File: src/sv/gcdl_pkg.sv
package gcdl_pkg;

  localparam int OPERAND_WIDTH_DEF = 32;
  localparam int FIELD_WIDTH       = 32;
  localparam int MULT_WIDTH        = 64;

  typedef enum logic [2:0] {
    S_IDLE,
    S_TWOS,
    S_REDUCE,
    S_DIV,
    S_MUL,
    S_DONE
  } state_t;

endpackage

File: src/sv/gcdl_sub.sv
module gcdl_sub #(
  parameter int WIDTH = 33
) (
  input  logic [WIDTH-1:0] x,
  input  logic [WIDTH-1:0] y,
  output logic [WIDTH-1:0] diff,
  output logic             borrow
);

  logic [WIDTH:0] full;

  assign full   = {1'b0, x} - {1'b0, y};
  assign diff   = full[WIDTH-1:0];
  assign borrow = full[WIDTH];

endmodule

File: src/sv/gcd_lcm_unit.sv
// result strobe in the cycle after the accepting edge when an operand is zero;
// otherwise the binary gcd loop runs first, then the radix-2 divide of a by the gcd,
// then the multiply, and finally the result strobe.
// gcd reduce and divide share one (OPERAND_WIDTH+1)-bit subtractor; one item at a time,
// start is taken again in the cycle after the result strobe (busy low).
// reset (synchronous, rst_n low) returns to idle with no result pending; no stall.
module gcd_lcm_unit #(
  parameter int OPERAND_WIDTH = gcdl_pkg::OPERAND_WIDTH_DEF
) (
  input  logic                             clk,
  input  logic                             rst_n,
  input  logic                             start,
  output logic                             busy,
  input  logic [gcdl_pkg::FIELD_WIDTH-1:0] in_first_operand,
  input  logic [gcdl_pkg::FIELD_WIDTH-1:0] in_second_operand,
  output logic                             out_valid,
  output logic [gcdl_pkg::FIELD_WIDTH-1:0] out_divisor_out,
  output logic [gcdl_pkg::MULT_WIDTH-1:0]  out_multiple_out,
  output logic                             out_both_zero
);

  import gcdl_pkg::*;

  localparam int W  = OPERAND_WIDTH;
  localparam int KW = $clog2(W);

  state_t state_r, state_nxt;

  logic [W-1:0]   a_r, a_nxt;
  logic [W-1:0]   b_r, b_nxt;
  logic [W-1:0]   u_r, u_nxt;
  logic [W-1:0]   v_r, v_nxt;
  logic [KW-1:0]  k_r, k_nxt;
  logic [KW-1:0]  cnt_r, cnt_nxt;
  logic [2*W-1:0] prod_r, prod_nxt;
  logic           zero_r, zero_nxt;

  logic [W:0]     sub_x;
  logic [W:0]     sub_y;
  logic [W:0]     sub_diff;
  logic           sub_borrow;

  logic [W-1:0]   in_a;
  logic [W-1:0]   in_b;

  assign in_a = in_first_operand[W-1:0];
  assign in_b = in_second_operand[W-1:0];

  // shared subtractor: gcd reduce or divide trial
  assign sub_x = (state_r == S_DIV) ? {v_r, a_r[W-1]} : {1'b0, v_r};
  assign sub_y = {1'b0, u_r};

  gcdl_sub #(
    .WIDTH (W + 1)
  ) u_sub (
    .x      (sub_x),
    .y      (sub_y),
    .diff   (sub_diff),
    .borrow (sub_borrow)
  );

  always_ff @(posedge clk) begin
    if (!rst_n) begin
      state_r <= S_IDLE;
    end else begin
      state_r <= state_nxt;
    end
  end

  always_ff @(posedge clk) begin
    a_r    <= a_nxt;
    b_r    <= b_nxt;
    u_r    <= u_nxt;
    v_r    <= v_nxt;
    k_r    <= k_nxt;
    cnt_r  <= cnt_nxt;
    prod_r <= prod_nxt;
    zero_r <= zero_nxt;
  end

  always_comb begin
    state_nxt = state_r;
    a_nxt     = a_r;
    b_nxt     = b_r;
    u_nxt     = u_r;
    v_nxt     = v_r;
    k_nxt     = k_r;
    cnt_nxt   = cnt_r;
    prod_nxt  = prod_r;
    zero_nxt  = zero_r;
    case (state_r)
      S_IDLE: begin
        if (start) begin
          a_nxt    = in_a;
          b_nxt    = in_b;
          u_nxt    = in_a;
          v_nxt    = in_b;
          k_nxt    = '0;
          zero_nxt = (in_a == '0) && (in_b == '0);
          if ((in_a == '0) || (in_b == '0)) begin
            u_nxt     = in_a | in_b;
            prod_nxt  = '0;
            state_nxt = S_DONE;
          end else begin
            state_nxt = S_TWOS;
          end
        end
      end
      S_TWOS: begin
        // strip common factors of two
        if (!u_r[0] && !v_r[0]) begin
          u_nxt = u_r >> 1;
          v_nxt = v_r >> 1;
          k_nxt = k_r + 1'b1;
        end else begin
          state_nxt = S_REDUCE;
        end
      end
      S_REDUCE: begin
        if (v_r == '0) begin
          u_nxt     = u_r << k_r;
          cnt_nxt   = KW'(W - 1);
          state_nxt = S_DIV;
        end else if (!u_r[0]) begin
          u_nxt = u_r >> 1;
        end else if (!v_r[0]) begin
          v_nxt = v_r >> 1;
        end else if (sub_borrow) begin
          u_nxt = v_r;
          v_nxt = u_r;
        end else begin
          v_nxt = sub_diff[W-1:0];
        end
      end
      S_DIV: begin
        // restoring divide of a by gcd, quotient shifts into a
        if (!sub_borrow) begin
          v_nxt = sub_diff[W-1:0];
          a_nxt = {a_r[W-2:0], 1'b1};
        end else begin
          v_nxt = sub_x[W-1:0];
          a_nxt = {a_r[W-2:0], 1'b0};
        end
        cnt_nxt = cnt_r - 1'b1;
        if (cnt_r == '0) begin
          state_nxt = S_MUL;
        end
      end
      S_MUL: begin
        prod_nxt  = {{W{1'b0}}, a_r} * {{W{1'b0}}, b_r};
        state_nxt = S_DONE;
      end
      S_DONE: begin
        state_nxt = S_IDLE;
      end
      default: begin
        state_nxt = S_IDLE;
      end
    endcase
  end

  assign busy             = (state_r != S_IDLE);
  assign out_valid        = (state_r == S_DONE);
  assign out_divisor_out  = FIELD_WIDTH'(u_r);
  assign out_multiple_out = MULT_WIDTH'(prod_r);
  assign out_both_zero    = zero_r;

endmodule

File: config.mk
export PLATFORM = sky130hd
export DESIGN_NAME = gcd_lcm_unit
export DESIGN_NICKNAME = d
export VERILOG_FILES = /design/src/sv/gcdl_pkg.sv /design/src/sv/gcdl_sub.sv /design/src/sv/gcd_lcm_unit.sv
export SDC_FILE = /design/constraint.sdc
export NUM_CORES = 2
export LEC_CHECK = 0
export BUFFER_PORTS_ARGS = -buffer_cell sky130_fd_sc_hd__buf_2
export CAP_MARGIN = 10
export CORE_AREA = 2 2 346 348
export CTS_BUF_LIST = sky130_fd_sc_hd__clkbuf_4
export CTS_CLUSTER_SIZE = 24
export DETAILED_ROUTE_END_ITERATION = 12
export DIE_AREA = 0 0 348 350
export PLACE_DENSITY = 0.64
export SYNTH_ARGS = -nofsm -noshare
export SYNTH_HDL_FRONTEND = slang
export SYNTH_HIERARCHICAL = 1
export SYNTH_SLANG_ARGS = --single-unit
File: constraint.sdc
create_clock -name clk -period 10.05 [get_ports clk]
set_clock_uncertainty 0.05 [all_clocks]
set_input_delay 1.005 -clock clk [delete_from_list [all_inputs] [get_ports clk]]
set_output_delay 1.005 -clock clk [all_outputs]
set_load 0.01 [all_outputs]
==> impl_results.md <==
* Outcome: completed
* Crit path cell chain: buf_4 > and2_1 > fa_1 > fa_1 > inv_1 > fa_1 > fa_1 > fa_1 > inv_1 > fa_1 > fa_1 > fa_1 > ha_1 > a21oi_1 > o21ai_1 > a311oi_1 > nand3_1 > o21ai_2 > o31ai_4 > a31oi_2 > o21ai_2 > mux2_4 > a311o_1
* Final routed DRC violation total at 0
* Total grt overflow at 0
* Fin crit period at 9.116 ns
* H-tree depth at 2
* Total length of routed wires at 143500 µm
* Max Cap Viol at 0
* Worst relative slew slack at 0.1628
* Final WS setup at 0.9335 ns
* Total Neg Setup Slack at 0 ns
* Clk Latency, worst-skew pair at 0.99 ns
* Mapped cell area at 46730 µm²
* Post-layout net count at 6433
* CTS max path bufs at 3
* Crit path kind: reg -> reg
* CTS tree: built
* # port buffers at 165
* Final Setup Violations at 0
* Final Hold Viols at 0
* Worst Setup End Kind: flop
* Height of the die at 350 µm
* Cells after Synth at 5162
* Clock Pin Slew Worst Setup and Hold Paths at 0.07 ns
* CP Max Fanout at 17
* Fill count at 11490
* Upper clock frequency limit at 109.7 MHz
* DRT Pass-1 Iters at 5
* Yosys warnings at 6
* Via Count at 36590
* Post-cts hold buffer count at 0
* Worst-margin pin slew at 1.256 ns
* Fin crit share at 0.9071
* Initial antenna violation count at 8
* Reg area at 6156 µm²
* Syn nets at 6424
* Area growth, synth to finish at 6.827%
* Vias in the first global route at 38220
* Core ar. at 117800 µm²
* Slowest-stage cell, CP: edfxtp_1
* Avg WL per Cell at 21.23 µm
* Hold slack at 0.2572 ns
* Post-CTS sizing at 0
* CTS Buf Count at 60
* I/O pins at 166
* Share of layout cells above drive strength 1 at 0.08656
* Clk sinks at 206
* Iter 0 DRT Violations at 2943
* Critical Path RT at 10.73 ns
* Root buf cell: clkbuf_4
* Max-slew violations at 0
* Die Span X at 348 µm
* Multi-input logic area at 36010 µm²
* Design Area, Final at 49930 µm²
* Rows at 126
* Worst setup SP type: flop
* Post-CTS setup buffer count at 0
* Initial Util at 0.3968
* GP Congestion at 0.9361
* Routed Antenna Nets at 0
* Arr. time, crit path at 9.79 ns
* Crit-path most repeated cell: fa_1
* First-pass GRT wire length at 225400 µm
* Largest net degree at the start of global routing at 71
* RSZ-0062 raised after global routing: no
* Avg Cell Area, Syn at 9.054 µm²
* DIE AREA at 121800 µm²
* Placed Area at 49100 µm²
* Pre-CTS WS at 0.9838 ns
* CP max stage delay at 0.91 ns
* Gr usage total at 0.2390
* Post-detail-place hpwl at 114600 µm
* Hold WC Path Type: in -> reg
* Vias per inst at 5.412
## layout by cell type (no fill, tap or decap), drive strengths merged, types with 8 or more instances in the layout
cell    instances
inv           905
a211oi         50
a21o           37
and2          579
a31oi          43
mux4           13
edfxtp        203
o21a           12
xor2           32
clkinv         25
o22ai          11
and3           13
nor2          186
o21ai         109
a221oi         50
xnor2          58
o21bai         17
nor3           26
a22oi           8
nand3          25
nor2b          40
buf           272
mux2            9
mux2i          29
nor4           28
o211ai         14
a21oi         215
fa            897
nand2b         13
clkbuf         83
nand2         791
ha            298
nand4          34
## per-layer routing
metal,global-route usage,share of wire
met5,0,0.00017
met4,0.09170,0.041
met3,0.04008,0.077
met2,0.3869,0.47
met1,0.3213,0.42
## final cells by class
class                      count  share of cell area
timing repair buffer         272             0.03263
multi-input combinational   3729              0.7212
clock inverter                30            0.003885
tap                         1536             0.03849
sequential                   206              0.1233
antenna                        3           0.0001504
inverter                     902             0.06782
clock buffer                  83             0.01248
## state kept, by name, indices dropped and copies added (netlist names)
register	flops
b_r	32
out_multiple_out	64
out_both_zero	1
cnt_r	5
v_r	32
out_divisor_out	32
a_r	32
k_r	5
state_r	3
## worst max-delay path: cells and delay by family, from the launching register on
| family | cells | cell delay, ns |
|---|---|---|
| fa+ha+maj | 9 | 4.32 |
| buf+inv | 3 | 0.50 |
| simple gates | 2 | 0.36 |
| compound gates | 8 | 2.42 |
| mux | 1 | 0.30 |
| flops | 1 | 0.91 |
## stage by stage
| step | util | instances |
|---|---|---|
| 5_1_grt | 0.4239 | 6760 |
| 3_3_place_gp | 0.4169 | 6645 |
| 3_5_place_dp | 0.4169 | 6645 |
| 4_1_cts | 0.4239 | 6758 |
| 2_1_floorplan | - | 5162 |
| 6_report | 0.4239 | 6761 |
## final timing paths
kind | startpoint | endpoint | slack [ns] | cells after the start
min | in_second_operand[1] | b_r[1]$_DFFE_PP_ | 0.26 | 1
min reg2reg | cnt_r[0]$_SDFFCE_PN1P_ | cnt_r[0]$_SDFFCE_PN1P_ | 0.55 | 1
max reg2reg | b_r[8]$_DFFE_PP_ | out_multiple_out[57]$_SDFFCE_PN0P_ | 0.93 | 23
max | b_r[8]$_DFFE_PP_ | out_multiple_out[57]$_SDFFCE_PN0P_ | 0.93 | 23
Power is not shown: default switching activity piles up to over one toggle a cycle in this logic, so the estimate is an artifact.
